==> src/design/tbm_pkg.sv <==
package tbm_pkg;

    // Field widths of the reading, the summary and the accumulators.
    localparam int READ_W    = 16;
    localparam int VAL_W     = 15;
    localparam int CNT_W     = 8;
    localparam int IDX_W     = 7;
    localparam int SUM_W     = 23;
    localparam int CFG_IDX_W = 2;
    localparam int STEP_W    = $clog2(SUM_W);
    localparam int NUM_CAT   = 4;

    // Reset values of the limit registers, in sixteenths of a degree.
    localparam logic [VAL_W-1:0] NORMAL_DEFAULT   = 15'd464;
    localparam logic [VAL_W-1:0] WARNING_DEFAULT  = 15'd704;
    localparam logic [VAL_W-1:0] CRITICAL_DEFAULT = 15'd944;
    localparam logic [VAL_W-1:0] ALARM_DEFAULT    = 15'd720;
    localparam logic [VAL_W-1:0] MIN_START        = 15'h7FFF;

    // Last step of the one-bit-per-cycle mean divider.
    localparam logic [STEP_W-1:0] LAST_STEP = STEP_W'(SUM_W - 1);

    typedef enum logic [CFG_IDX_W-1:0] {
        REG_NORMAL,
        REG_WARNING,
        REG_CRITICAL,
        REG_ALARM
    } t_cfg_reg;

    typedef enum logic [1:0] {
        CAT_NORMAL,
        CAT_WARNING,
        CAT_CRITICAL,
        CAT_SHUTDOWN
    } t_cat;

    typedef enum logic [1:0] {
        ST_ACCUM,
        ST_LOAD,
        ST_DIVIDE,
        ST_EMIT
    } t_state;

    // Commands from the controller to the datapath.
    typedef struct packed {
        logic acc_en;
        logic div_load;
        logic div_step;
        logic emit;
    } t_cmd;

    // Status from the datapath to the controller.
    typedef struct packed {
        logic out_free;
    } t_status;

endpackage

==> src/design/tbm_ctrl.sv <==
module tbm_ctrl
    import tbm_pkg::*;
(
    input  logic    i_clk,
    input  logic    i_rst_n,
    input  logic    i_valid,
    input  logic    i_batch_end,
    output logic    o_ready,
    input  t_status i_status,
    output t_cmd    o_cmd
);

    t_state             r_state, n_state;
    logic [STEP_W-1:0]  r_step, n_step;
    logic               accept;

    assign accept = i_valid && (r_state == ST_ACCUM);

    // Next state and divider step count.
    always_comb begin
        n_state = r_state;
        n_step  = r_step;
        unique case (r_state)
            ST_ACCUM: begin
                if (accept && i_batch_end) begin
                    n_state = ST_LOAD;
                end
            end
            ST_LOAD: begin
                n_step  = '0;
                n_state = ST_DIVIDE;
            end
            ST_DIVIDE: begin
                n_step = r_step + 1'b1;
                if (r_step == LAST_STEP) begin
                    n_state = ST_EMIT;
                end
            end
            ST_EMIT: begin
                if (i_status.out_free) begin
                    n_state = ST_ACCUM;
                end
            end
            default: n_state = ST_ACCUM;
        endcase
    end

    // Commands for the current state.
    always_comb begin
        o_cmd   = '0;
        o_ready = 1'b0;
        unique case (r_state)
            ST_ACCUM: begin
                o_ready      = 1'b1;
                o_cmd.acc_en = i_valid;
            end
            ST_LOAD:   o_cmd.div_load = 1'b1;
            ST_DIVIDE: o_cmd.div_step = 1'b1;
            ST_EMIT:   o_cmd.emit     = i_status.out_free;
            default: o_ready = 1'b0;
        endcase
    end

    always_ff @(posedge i_clk) begin
        if (!i_rst_n) begin
            r_state <= ST_ACCUM;
            r_step  <= '0;
        end else begin
            r_state <= n_state;
            r_step  <= n_step;
        end
    end

`ifndef SYNTHESIS
    // A batch-ending transfer always starts the mean calculation.
    a_end_starts_div: assert property (@(posedge i_clk) disable iff (!i_rst_n)
        (accept && i_batch_end) |=> (r_state == ST_LOAD))
        else $error("batch end did not start the divider");

    // The summary is only written when the output register can take it.
    a_emit_when_free: assert property (@(posedge i_clk) disable iff (!i_rst_n)
        o_cmd.emit |-> i_status.out_free)
        else $error("summary emitted into an occupied output register");

    // The divider takes one step for each bit of the sum before the summary state.
    a_div_length: assert property (@(posedge i_clk) disable iff (!i_rst_n)
        (r_state == ST_LOAD) |-> ##(SUM_W + 1) (r_state == ST_EMIT))
        else $error("divider ran for the wrong number of steps");
`endif

endmodule

==> src/design/tbm_dpath.sv <==
module tbm_dpath
    import tbm_pkg::*;
#(
    parameter int CAPACITY = 128
) (
    input  logic                  i_clk,
    input  logic                  i_rst_n,
    input  t_cmd                  i_cmd,
    output t_status               o_status,
    input  logic signed [READ_W-1:0] i_reading,
    input  logic                  i_cfg_we,
    input  logic [CFG_IDX_W-1:0]  i_cfg_idx,
    input  logic [VAL_W-1:0]      i_cfg_data,
    input  logic                  i_out_ready,
    output logic                  o_out_valid,
    output logic                  o_alarm_found,
    output logic [IDX_W-1:0]      o_alarm_index,
    output logic [VAL_W-1:0]      o_alarm_value,
    output logic [CNT_W-1:0]      o_fault_count,
    output logic [CNT_W-1:0]      o_good_count,
    output logic [VAL_W-1:0]      o_lowest,
    output logic [VAL_W-1:0]      o_highest,
    output logic [VAL_W-1:0]      o_mean,
    output logic [CNT_W-1:0]      o_normal_total,
    output logic [CNT_W-1:0]      o_warning_total,
    output logic [CNT_W-1:0]      o_critical_total,
    output logic [CNT_W-1:0]      o_shutdown_total
);

    localparam int POS_W = $clog2(CAPACITY + 1);

    // Limit registers.
    logic [VAL_W-1:0] r_normal_lim, r_warning_lim, r_critical_lim, r_alarm_lim;

    // Batch accumulators.
    logic [POS_W-1:0] r_pos, n_pos;
    logic [CNT_W-1:0] r_faults, n_faults;
    logic [CNT_W-1:0] r_goods, n_goods;
    logic [SUM_W-1:0] r_sum, n_sum;
    logic [VAL_W-1:0] r_min, n_min;
    logic [VAL_W-1:0] r_max, n_max;
    logic [CNT_W-1:0] r_cat [NUM_CAT];
    logic [CNT_W-1:0] n_cat [NUM_CAT];
    logic             r_seen, n_seen;
    logic [IDX_W-1:0] r_first_pos, n_first_pos;
    logic [VAL_W-1:0] r_first_val, n_first_val;

    // Divider: remainder and the dividend shifting into the quotient.
    logic [CNT_W-1:0] r_rem, n_rem;
    logic [SUM_W-1:0] r_quo, n_quo;
    logic [CNT_W:0]   rem_sh;
    logic [CNT_W:0]   divisor;

    // Output register.
    logic             r_out_valid, n_out_valid;
    logic             out_free;

    logic             negative;
    logic [VAL_W-1:0] rd_val;
    logic             in_range;
    logic [7:0]       pos_ext;
    t_cat             cat;

    assign negative = i_reading[READ_W-1];
    assign rd_val   = i_reading[VAL_W-1:0];
    assign in_range = (r_pos < POS_W'(CAPACITY));
    assign pos_ext  = 8'(r_pos);
    assign out_free = !r_out_valid || i_out_ready;
    assign o_status.out_free = out_free;

    // Category of the current reading; earlier limits take precedence.
    always_comb begin
        priority if (rd_val <= r_normal_lim) begin
            cat = CAT_NORMAL;
        end else if (rd_val <= r_warning_lim) begin
            cat = CAT_WARNING;
        end else if (rd_val <= r_critical_lim) begin
            cat = CAT_CRITICAL;
        end else begin
            cat = CAT_SHUTDOWN;
        end
    end

    // Accumulator update on an accepted reading, clear on summary.
    always_comb begin
        n_pos       = r_pos;
        n_faults    = r_faults;
        n_goods     = r_goods;
        n_sum       = r_sum;
        n_min       = r_min;
        n_max       = r_max;
        n_cat       = r_cat;
        n_seen      = r_seen;
        n_first_pos = r_first_pos;
        n_first_val = r_first_val;
        if (i_cmd.emit) begin
            n_pos       = '0;
            n_faults    = '0;
            n_goods     = '0;
            n_sum       = '0;
            n_min       = MIN_START;
            n_max       = '0;
            n_seen      = 1'b0;
            n_first_pos = '0;
            n_first_val = '0;
            for (int i = 0; i < NUM_CAT; i++) begin
                n_cat[i] = '0;
            end
        end else if (i_cmd.acc_en && in_range) begin
            n_pos = r_pos + 1'b1;
            if (negative) begin
                n_faults = r_faults + 1'b1;
            end else begin
                if (!r_seen && (rd_val >= r_alarm_lim)) begin
                    n_seen      = 1'b1;
                    n_first_pos = pos_ext[IDX_W-1:0];
                    n_first_val = rd_val;
                end
                n_goods = r_goods + 1'b1;
                n_sum   = r_sum + SUM_W'(rd_val);
                if (rd_val < r_min) begin
                    n_min = rd_val;
                end
                if (rd_val > r_max) begin
                    n_max = rd_val;
                end
                n_cat[cat] = r_cat[cat] + 1'b1;
            end
        end
    end

    // Restoring divider, one quotient bit per step.
    assign rem_sh  = {r_rem, r_quo[SUM_W-1]};
    assign divisor = {1'b0, r_goods};

    always_comb begin
        n_rem = r_rem;
        n_quo = r_quo;
        if (i_cmd.div_load) begin
            n_rem = '0;
            n_quo = r_sum;
        end else if (i_cmd.div_step) begin
            if (rem_sh >= divisor) begin
                n_rem = CNT_W'(rem_sh - divisor);
                n_quo = {r_quo[SUM_W-2:0], 1'b1};
            end else begin
                n_rem = rem_sh[CNT_W-1:0];
                n_quo = {r_quo[SUM_W-2:0], 1'b0};
            end
        end
    end

    // Output valid: set by a summary, cleared by a completed transfer.
    always_comb begin
        if (i_cmd.emit) begin
            n_out_valid = 1'b1;
        end else if (i_out_ready) begin
            n_out_valid = 1'b0;
        end else begin
            n_out_valid = r_out_valid;
        end
    end

    // Accumulators and the output valid flag.
    always_ff @(posedge i_clk) begin
        if (!i_rst_n) begin
            r_pos       <= '0;
            r_faults    <= '0;
            r_goods     <= '0;
            r_sum       <= '0;
            r_min       <= MIN_START;
            r_max       <= '0;
            r_seen      <= 1'b0;
            r_first_pos <= '0;
            r_first_val <= '0;
            r_out_valid <= 1'b0;
            for (int i = 0; i < NUM_CAT; i++) begin
                r_cat[i] <= '0;
            end
        end else begin
            r_pos       <= n_pos;
            r_faults    <= n_faults;
            r_goods     <= n_goods;
            r_sum       <= n_sum;
            r_min       <= n_min;
            r_max       <= n_max;
            r_cat       <= n_cat;
            r_seen      <= n_seen;
            r_first_pos <= n_first_pos;
            r_first_val <= n_first_val;
            r_out_valid <= n_out_valid;
        end
    end

    // Limit registers.
    always_ff @(posedge i_clk) begin
        if (!i_rst_n) begin
            r_normal_lim   <= NORMAL_DEFAULT;
            r_warning_lim  <= WARNING_DEFAULT;
            r_critical_lim <= CRITICAL_DEFAULT;
            r_alarm_lim    <= ALARM_DEFAULT;
        end else if (i_cfg_we) begin
            unique case (t_cfg_reg'(i_cfg_idx))
                REG_NORMAL:   r_normal_lim   <= i_cfg_data;
                REG_WARNING:  r_warning_lim  <= i_cfg_data;
                REG_CRITICAL: r_critical_lim <= i_cfg_data;
                REG_ALARM:    r_alarm_lim    <= i_cfg_data;
                default:      r_alarm_lim    <= r_alarm_lim;
            endcase
        end
    end

    // Divider working registers.
    always_ff @(posedge i_clk) begin
        r_rem <= n_rem;
        r_quo <= n_quo;
    end

    // Summary register, loaded when the controller emits.
    always_ff @(posedge i_clk) begin
        if (i_cmd.emit) begin
            o_alarm_found    <= r_seen;
            o_alarm_index    <= r_first_pos;
            o_alarm_value    <= r_first_val;
            o_fault_count    <= r_faults;
            o_good_count     <= r_goods;
            o_lowest         <= (r_goods != '0) ? r_min : '0;
            o_highest        <= r_max;
            o_mean           <= (r_goods != '0) ? r_quo[VAL_W-1:0] : '0;
            o_normal_total   <= r_cat[CAT_NORMAL];
            o_warning_total  <= r_cat[CAT_WARNING];
            o_critical_total <= r_cat[CAT_CRITICAL];
            o_shutdown_total <= r_cat[CAT_SHUTDOWN];
        end
    end

    assign o_out_valid = r_out_valid;

`ifndef SYNTHESIS
    // Every reading inside capacity is either a fault or a good reading.
    a_pos_split: assert property (@(posedge i_clk) disable iff (!i_rst_n)
        (9'(r_goods) + 9'(r_faults)) == 9'(r_pos))
        else $error("fault and good counts do not add up to the position");

    // Every good reading lands in exactly one category.
    a_cat_split: assert property (@(posedge i_clk) disable iff (!i_rst_n)
        (10'(r_cat[CAT_NORMAL]) + 10'(r_cat[CAT_WARNING]) + 10'(r_cat[CAT_CRITICAL])
            + 10'(r_cat[CAT_SHUTDOWN])) == 10'(r_goods))
        else $error("category totals do not add up to the good count");

    // A summary leaves the batch cleared and the output register full.
    a_emit_clears: assert property (@(posedge i_clk) disable iff (!i_rst_n)
        i_cmd.emit |=> (r_out_valid && (r_pos == '0) && !r_seen))
        else $error("summary did not clear the batch state");
`endif

endmodule

==> src/design/temperature_batch_monitor.sv <==
// Temperature batch monitor.
// Readings arrive on the input channel (i_valid, o_ready, i_reading, i_batch_end),
// one transfer per reading; negative readings are counted as sensor faults.
// A reading without i_batch_end goes straight into the accumulators, so such
// readings stream at one per cycle. The batch-ending reading starts the mean
// divider, a restoring unit that produces one quotient bit per cycle over the
// 23-bit sum: o_valid rises and o_ready returns together once the summary is
// written into the output register by the summary state of the sequencer.
// The summary waits in an output register (o_valid, i_ready); a new batch
// is accepted while it waits, but the next summary cannot be written until
// the receiver has taken the previous one, so a stall on the output holds
// the block in its summary state with o_ready low.
// Readings beyond the batch capacity are ignored, except that a batch end
// still produces the summary. Limit registers take i_cfg_we, i_cfg_idx, i_cfg_data;
// the user must write them only while the block is idle, which is not enforced.
// Synchronous active-low reset restores the default limits, clears the
// batch and drops o_valid; there is no clearing pass.
module temperature_batch_monitor
    import tbm_pkg::*;
#(
    parameter int MAX_READINGS = 128
) (
    input  logic                     i_clk,
    input  logic                     i_rst_n,
    input  logic                     i_valid,
    output logic                     o_ready,
    input  logic signed [READ_W-1:0] i_reading,
    input  logic                     i_batch_end,
    input  logic                     i_cfg_we,
    input  logic [CFG_IDX_W-1:0]     i_cfg_idx,
    input  logic [VAL_W-1:0]         i_cfg_data,
    output logic                     o_valid,
    input  logic                     i_ready,
    output logic                     o_alarm_found,
    output logic [IDX_W-1:0]         o_alarm_index,
    output logic [VAL_W-1:0]         o_alarm_value,
    output logic [CNT_W-1:0]         o_fault_count,
    output logic [CNT_W-1:0]         o_good_count,
    output logic [VAL_W-1:0]         o_lowest,
    output logic [VAL_W-1:0]         o_highest,
    output logic [VAL_W-1:0]         o_mean,
    output logic [CNT_W-1:0]         o_normal_total,
    output logic [CNT_W-1:0]         o_warning_total,
    output logic [CNT_W-1:0]         o_critical_total,
    output logic [CNT_W-1:0]         o_shutdown_total
);

    // A batch never holds more readings than the output counts can show.
    localparam int CAPACITY = (MAX_READINGS < 128) ? MAX_READINGS : 128;

    t_cmd    cmd;
    t_status status;

    // Sequencer for accumulate, divide and summary.
    tbm_ctrl u_ctrl (
        .i_clk       (i_clk),
        .i_rst_n     (i_rst_n),
        .i_valid     (i_valid),
        .i_batch_end (i_batch_end),
        .o_ready     (o_ready),
        .i_status    (status),
        .o_cmd       (cmd)
    );

    // Accumulators, divider, limit registers and summary register.
    tbm_dpath #(
        .CAPACITY (CAPACITY)
    ) u_dpath (
        .i_clk            (i_clk),
        .i_rst_n          (i_rst_n),
        .i_cmd            (cmd),
        .o_status         (status),
        .i_reading        (i_reading),
        .i_cfg_we         (i_cfg_we),
        .i_cfg_idx        (i_cfg_idx),
        .i_cfg_data       (i_cfg_data),
        .i_out_ready      (i_ready),
        .o_out_valid      (o_valid),
        .o_alarm_found    (o_alarm_found),
        .o_alarm_index    (o_alarm_index),
        .o_alarm_value    (o_alarm_value),
        .o_fault_count    (o_fault_count),
        .o_good_count     (o_good_count),
        .o_lowest         (o_lowest),
        .o_highest        (o_highest),
        .o_mean           (o_mean),
        .o_normal_total   (o_normal_total),
        .o_warning_total  (o_warning_total),
        .o_critical_total (o_critical_total),
        .o_shutdown_total (o_shutdown_total)
    );

endmodule
==> config.mk <==
export PLATFORM = sky130hd
export DESIGN_NAME = temperature_batch_monitor
export DESIGN_NICKNAME = d
export VERILOG_FILES = /design/src/design/tbm_pkg.sv /design/src/design/tbm_ctrl.sv /design/src/design/tbm_dpath.sv /design/src/design/temperature_batch_monitor.sv
export SDC_FILE = /design/constraint.sdc
export NUM_CORES = 1
export LEC_CHECK = 0
export BUFFER_PORTS_ARGS = -buffer_cell sky130_fd_sc_hd__buf_4
export CORE_ASPECT_RATIO = 1.5
export CORE_MARGIN = 2
export CORE_UTILIZATION = 30
export DETAILED_ROUTE_END_ITERATION = 10
export GPL_TIMING_DRIVEN = 1
export PLACE_DENSITY = 0.57
export SYNTH_ARGS = -nofsm -noshare
export SYNTH_HDL_FRONTEND = slang
export SYNTH_SLANG_ARGS = --single-unit
==> constraint.sdc <==
create_clock -name i_clk -period 6.95 [get_ports i_clk]
set_clock_uncertainty 0.15 [all_clocks]
set_input_delay 1.39 -clock i_clk [delete_from_list [all_inputs] [get_ports i_clk]]
set_output_delay 1.39 -clock i_clk [all_outputs]
set_load 0.02 [all_outputs]
==> impl_results.html <==
<table>
<tr><th>Metric</th><th>Value</th></tr>
<tr><th colspan="2">Status</th></tr>
<tr><td>Status</td><td>finished clean</td></tr>
<tr><th colspan="2">Synthesis</th></tr>
<tr><td>Yosys synthesis warning count</td><td>0</td></tr>
<tr><td>Post-synth top area cell</td><td>edfxtp_1</td></tr>
<tr><td>Fraction of the yosys area taken by sequential cells</td><td>50.8%</td></tr>
<tr><td>Gate Count Post-Synth</td><td>about 1600</td></tr>
<tr><td>Synthesized area per cell</td><td>10.1 sq um</td></tr>
<tr><td>Area fraction of the dominant cell type after synthesis</td><td>between 20% and 30%</td></tr>
<tr><td>Primary FF master, synth</td><td>dfxtp_1</td></tr>
<tr><td>Synthesized Nets</td><td>1795</td></tr>
<tr><td>Number of library cell types mapped by synthesis</td><td>76</td></tr>
<tr><td>Post-synth design cell area</td><td>roughly 16000 sq um</td></tr>
<tr><td>Cell types with the largest area share after synthesis</td><td>edfxtp_1 25%, dfxtp_1 25%, ha_1 9.4%</td></tr>
<tr><td>Share of async-settable or async-resettable flops after synthesis</td><td>0%</td></tr>
<tr><td>Post-synth EDFFs</td><td>139</td></tr>
<tr><td>Number of synthesized register bits</td><td>~350</td></tr>
<tr><th colspan="2">Floorplanning</th></tr>
<tr><td>Top Ports</td><td>157</td></tr>
<tr><td>X dimension of the die</td><td>a little under 200 microns</td></tr>
<tr><td>Vert. Die Dim</td><td>slightly below 300 microns</td></tr>
<tr><td>Starting utilization of the core area</td><td>between 30 and 40%</td></tr>
<tr><td>Count of standard-cell rows</td><td>105</td></tr>
<tr><td>Total die area</td><td>roughly 57000 sq um</td></tr>
<tr><td>Standard cell core area</td><td>around 54000 sq um</td></tr>
<tr><th colspan="2">Global routing</th></tr>
<tr><td>Wire length of the first global-routing pass</td><td>roughly 71000 microns</td></tr>
<tr><td>Maximum number of pins on one net before global-route repair</td><td>60</td></tr>
<tr><td>Initial antenna violation count</td><td>1</td></tr>
<tr><td>Vias in the first global route</td><td>12416</td></tr>
<tr><td>Remaining global-route overflow</td><td>0</td></tr>
<tr><td>GRT Util Overall</td><td>between 10% and 20%</td></tr>
<tr><th colspan="2">Clocking</th></tr>
<tr><td>Number of buffers inserted for hold repair after clock tree synthesis</td><td>0</td></tr>
<tr><td>Post-cts gate resize count</td><td>0</td></tr>
<tr><td>Clock buffers created by TritonCTS</td><td>36</td></tr>
<tr><td>Latest clock arrival within the worst-skew pair</td><td>between 500 and 600 ps</td></tr>
<tr><td>Worst-path clk slew</td><td>60 ps</td></tr>
<tr><td>TritonCTS clock tree</td><td>yes</td></tr>
<tr><td>Number of setup buffers added after CTS</td><td>0</td></tr>
<tr><td>H-tree levels</td><td>2</td></tr>
<tr><td>Clk Tree Root Cell</td><td>clkbuf_16</td></tr>
<tr><td>Largest buffer count on any clock path</td><td>3</td></tr>
<tr><td>TritonCTS Sinks</td><td>roughly 350</td></tr>
<tr><th colspan="2">Worst setup path</th></tr>
<tr><td>Crit path kind</td><td>in2reg</td></tr>
<tr><td>Critical Path Source Type</td><td>input port</td></tr>
<tr><td>Cell family with most CP delay</td><td>compound AO/OA/AOI/OAI gates</td></tr>
<tr><td>Crit path top cell by count</td><td>ha_1</td></tr>
<tr><td>Source of the worst register-to-register timing path</td><td>u_dpath.r_normal_lim[10]</td></tr>
<tr><td>Data required time of the critical path</td><td>roughly 7300 ps</td></tr>
<tr><td>Worst path arrival time</td><td>roughly 4900 ps</td></tr>
<tr><td>Worst stage delay on the critical path</td><td>570 ps</td></tr>
<tr><td>Critical path cell sequence</td><td>buf_4 -&gt; ha_1 -&gt; nand2_1 -&gt; o21a_1 -&gt; o221ai_1 -&gt; o21ai_1 -&gt; a211oi_1 -&gt; or2_2 -&gt; ha_1 -&gt; inv_1 -&gt; a21oi_1 -&gt; nand4_1 -&gt; or3_1 -&gt; nand3_1</td></tr>
<tr><td>WP buf/inv</td><td>2</td></tr>
<tr><td>Critical Path Start</td><td>i_reading[10]</td></tr>
<tr><td>Endpoint kind of the worst setup timing path</td><td>flip-flop</td></tr>
<tr><td>Depth of the worst register-to-register path</td><td>14</td></tr>
<tr><td>Cell at the slowest stage of the critical path</td><td>a211oi_1</td></tr>
<tr><td>Worst-path maximum fanout</td><td>10</td></tr>
<tr><td>Levels on crit path</td><td>14</td></tr>
<tr><th colspan="2">Layout</th></tr>
<tr><td>Most used cells in the layout excluding fill and tap cells</td><td>208 x dfxtp_1, 202 x nand2_1, 170 x buf_4, 139 x edfxtp_1, 134 x a21oi_1</td></tr>
<tr><td>Most common cell after layout, fill and taps aside</td><td>dfxtp_1</td></tr>
<tr><td>Util after Layout</td><td>a little over a third</td></tr>
<tr><td>Fraction of final layout cells sized beyond drive strength 1</td><td>approximately 16%</td></tr>
<tr><td>Count of nets after finishing</td><td>a little under 2000</td></tr>
<tr><td>Area delta synth-&gt;final</td><td>19.2%</td></tr>
<tr><td>Final Instance Count excl. Fillers</td><td>between 2000 and 2500</td></tr>
<tr><td>Antenna fix cells</td><td>0</td></tr>
<tr><th colspan="2">Hold path</th></tr>
<tr><td>Worst hold start</td><td>u_dpath.r_first_val[13]</td></tr>
<tr><td>Class of the worst hold path</td><td>reg2reg</td></tr>
<tr><td>Hold Path Stages</td><td>0</td></tr>
<tr><th colspan="2">Detailed routing</th></tr>
<tr><td>Post-route DRC</td><td>0</td></tr>
<tr><td>Routed wire length per instance</td><td>about 18 microns</td></tr>
<tr><td>Routed Antenna Nets</td><td>0</td></tr>
<tr><td>Drt initial violations</td><td>slightly below 700</td></tr>
<tr><td>Pre-Repair DR Iteration Count</td><td>7</td></tr>
<tr><td>Routed vias</td><td>around 13000</td></tr>
<tr><td>Ratio of routed vias to standard cells</td><td>about 5.1</td></tr>
<tr><td>Post-Route WL</td><td>between 40000 and 50000 microns</td></tr>
<tr><th colspan="2">Pwr</th></tr>
<tr><td>VDD IR max</td><td>~150 uV</td></tr>
<tr><td>Power Dens Cells</td><td>roughly 310 nW/um^2</td></tr>
<tr><td>Leakage power of the design</td><td>about 0.0073 uW</td></tr>
<tr><th colspan="2">Timing</th></tr>
<tr><td>Final hold violation count</td><td>0</td></tr>
<tr><td>Sum of negative setup slack</td><td>0 ps</td></tr>
<tr><td>Maximum clock frequency</td><td>around 220 MHz</td></tr>
<tr><td>Clock period minus worst slack</td><td>between 4000 and 5000 ps</td></tr>
<tr><td>Final clock period utilization by the worst path</td><td>65.7%</td></tr>
<tr><td>Slew margin rel.</td><td>between 10% and 20%</td></tr>
<tr><td>RSZ-0062 raised after global routing</td><td>false</td></tr>
<tr><td>Crit path setup slack, layout</td><td>roughly 2400 ps</td></tr>
<tr><td>Slew Viols, Final</td><td>0</td></tr>
<tr><td>Measured slew at the worst slew-check pin</td><td>~1300 ps</td></tr>
<tr><td>Final count of negative-setup-slack endpoints</td><td>0</td></tr>
<tr><th colspan="2">Job</th></tr>
<tr><td>Max-Cap Viols</td><td>0</td></tr>
<tr><th colspan="2">Placed design</th></tr>
<tr><td>Total half-perimeter wirelength after legalization and detailed placement</td><td>around 34000 microns</td></tr>
<tr><td>PortBufs</td><td>~160</td></tr>
<tr><td>Post-place setup slack</td><td>1880 ps</td></tr>
<tr><td>Cell total after placement</td><td>2430</td></tr>
<tr><td>Routability cong.</td><td>0.868</td></tr>
</table>
worst paths after layout:
check	end	slack (ps)
max	u_dpath.r_cat[14]	2380
min reg2reg	u_dpath.o_alarm_value[13]	270
min	u_dpath.o_alarm_value[13]	270
max reg2reg	u_dpath.r_cat[14]	3030
logic make-up after synthesis:
family	after synthesis	synth area share [%]
compound gates	334	13.5
xor+xnor	43	2.29
fa+ha+maj	125	9.62
buf+inv	187	4.43
flops	347	50.8
mux	65	4.14
simple gates	530	15.2
routing by layer:
| layer | wire length, microns | global-route usage (%) |
|---|---|---|
| met3 | 2310 | 2.39 |
| met5 | 12 | 0 |
| met1 | 18800 | 19.0 |
| met2 | 22400 | 27.7 |
| met4 | 2390 | 8.12 |
area by class of cell:
type                            count  area (sq um)
Clock buffer                       47          1000
Timing Repair Buffer              170          1280
Multi-Input combinational cell   1097          7420
Clock inverter                     18           210
Sequential cell                   347          8340
Fill cell                        5497         34800
Tap cell                          695           870
Inverter                          121           457
cells in the mapped netlist (all sizes together) (18+ instances only):
cell    instances
inv           121
edfxtp        139
o21a           19
xnor2          26
a21oi         135
mux2i          42
nand3          52
nor2          117
o21ai          38
nand4          43
dfxtp         208
clkbuf         50
mux2           23
and2           22
ha            123
nor3           18
or3            18
o211ai         53
nand2         203
flip-flops by register name, indices dropped and copies added (netlist names), 15 cells and up:
register	count
u_dpath.r_first_val	15
u_dpath.r_critical_lim	15
u_dpath.o_alarm_value	15
u_dpath.o_highest	15
u_dpath.r_quo	23
u_dpath.o_mean	15
u_dpath.o_lowest	15
u_dpath.r_max	15
u_dpath.r_sum	23
u_dpath.r_warning_lim	15
u_dpath.r_alarm_lim	15
u_dpath.r_min	15
u_dpath.r_normal_lim	15
u_dpath.r_cat	32
per-stage QoR:
step | total power, uW | hold slack, ps | area (sq um)
6_report | 6110 | 272 | 19600
5_1_grt | 6420 | 287 | 19600
4_1_cts | 6180 | 275 | 19600
3_5_place_dp | 4170 | 269 | 18400
3_3_place_gp | 4140 | 268 | 18400
2_1_floorplan | 3650 | 258 | 16400
report_power, final:
group,leakage [uW],switching (uW),total (uW),internal (uW)
Combinational,0.00384,948,1520,570
Sequential,0.00292,141,2600,2460
Clock,0.000574,850,1990,1140
Total,0.00734,1940,6110,4170
Power figures use the tool's default switching activity.
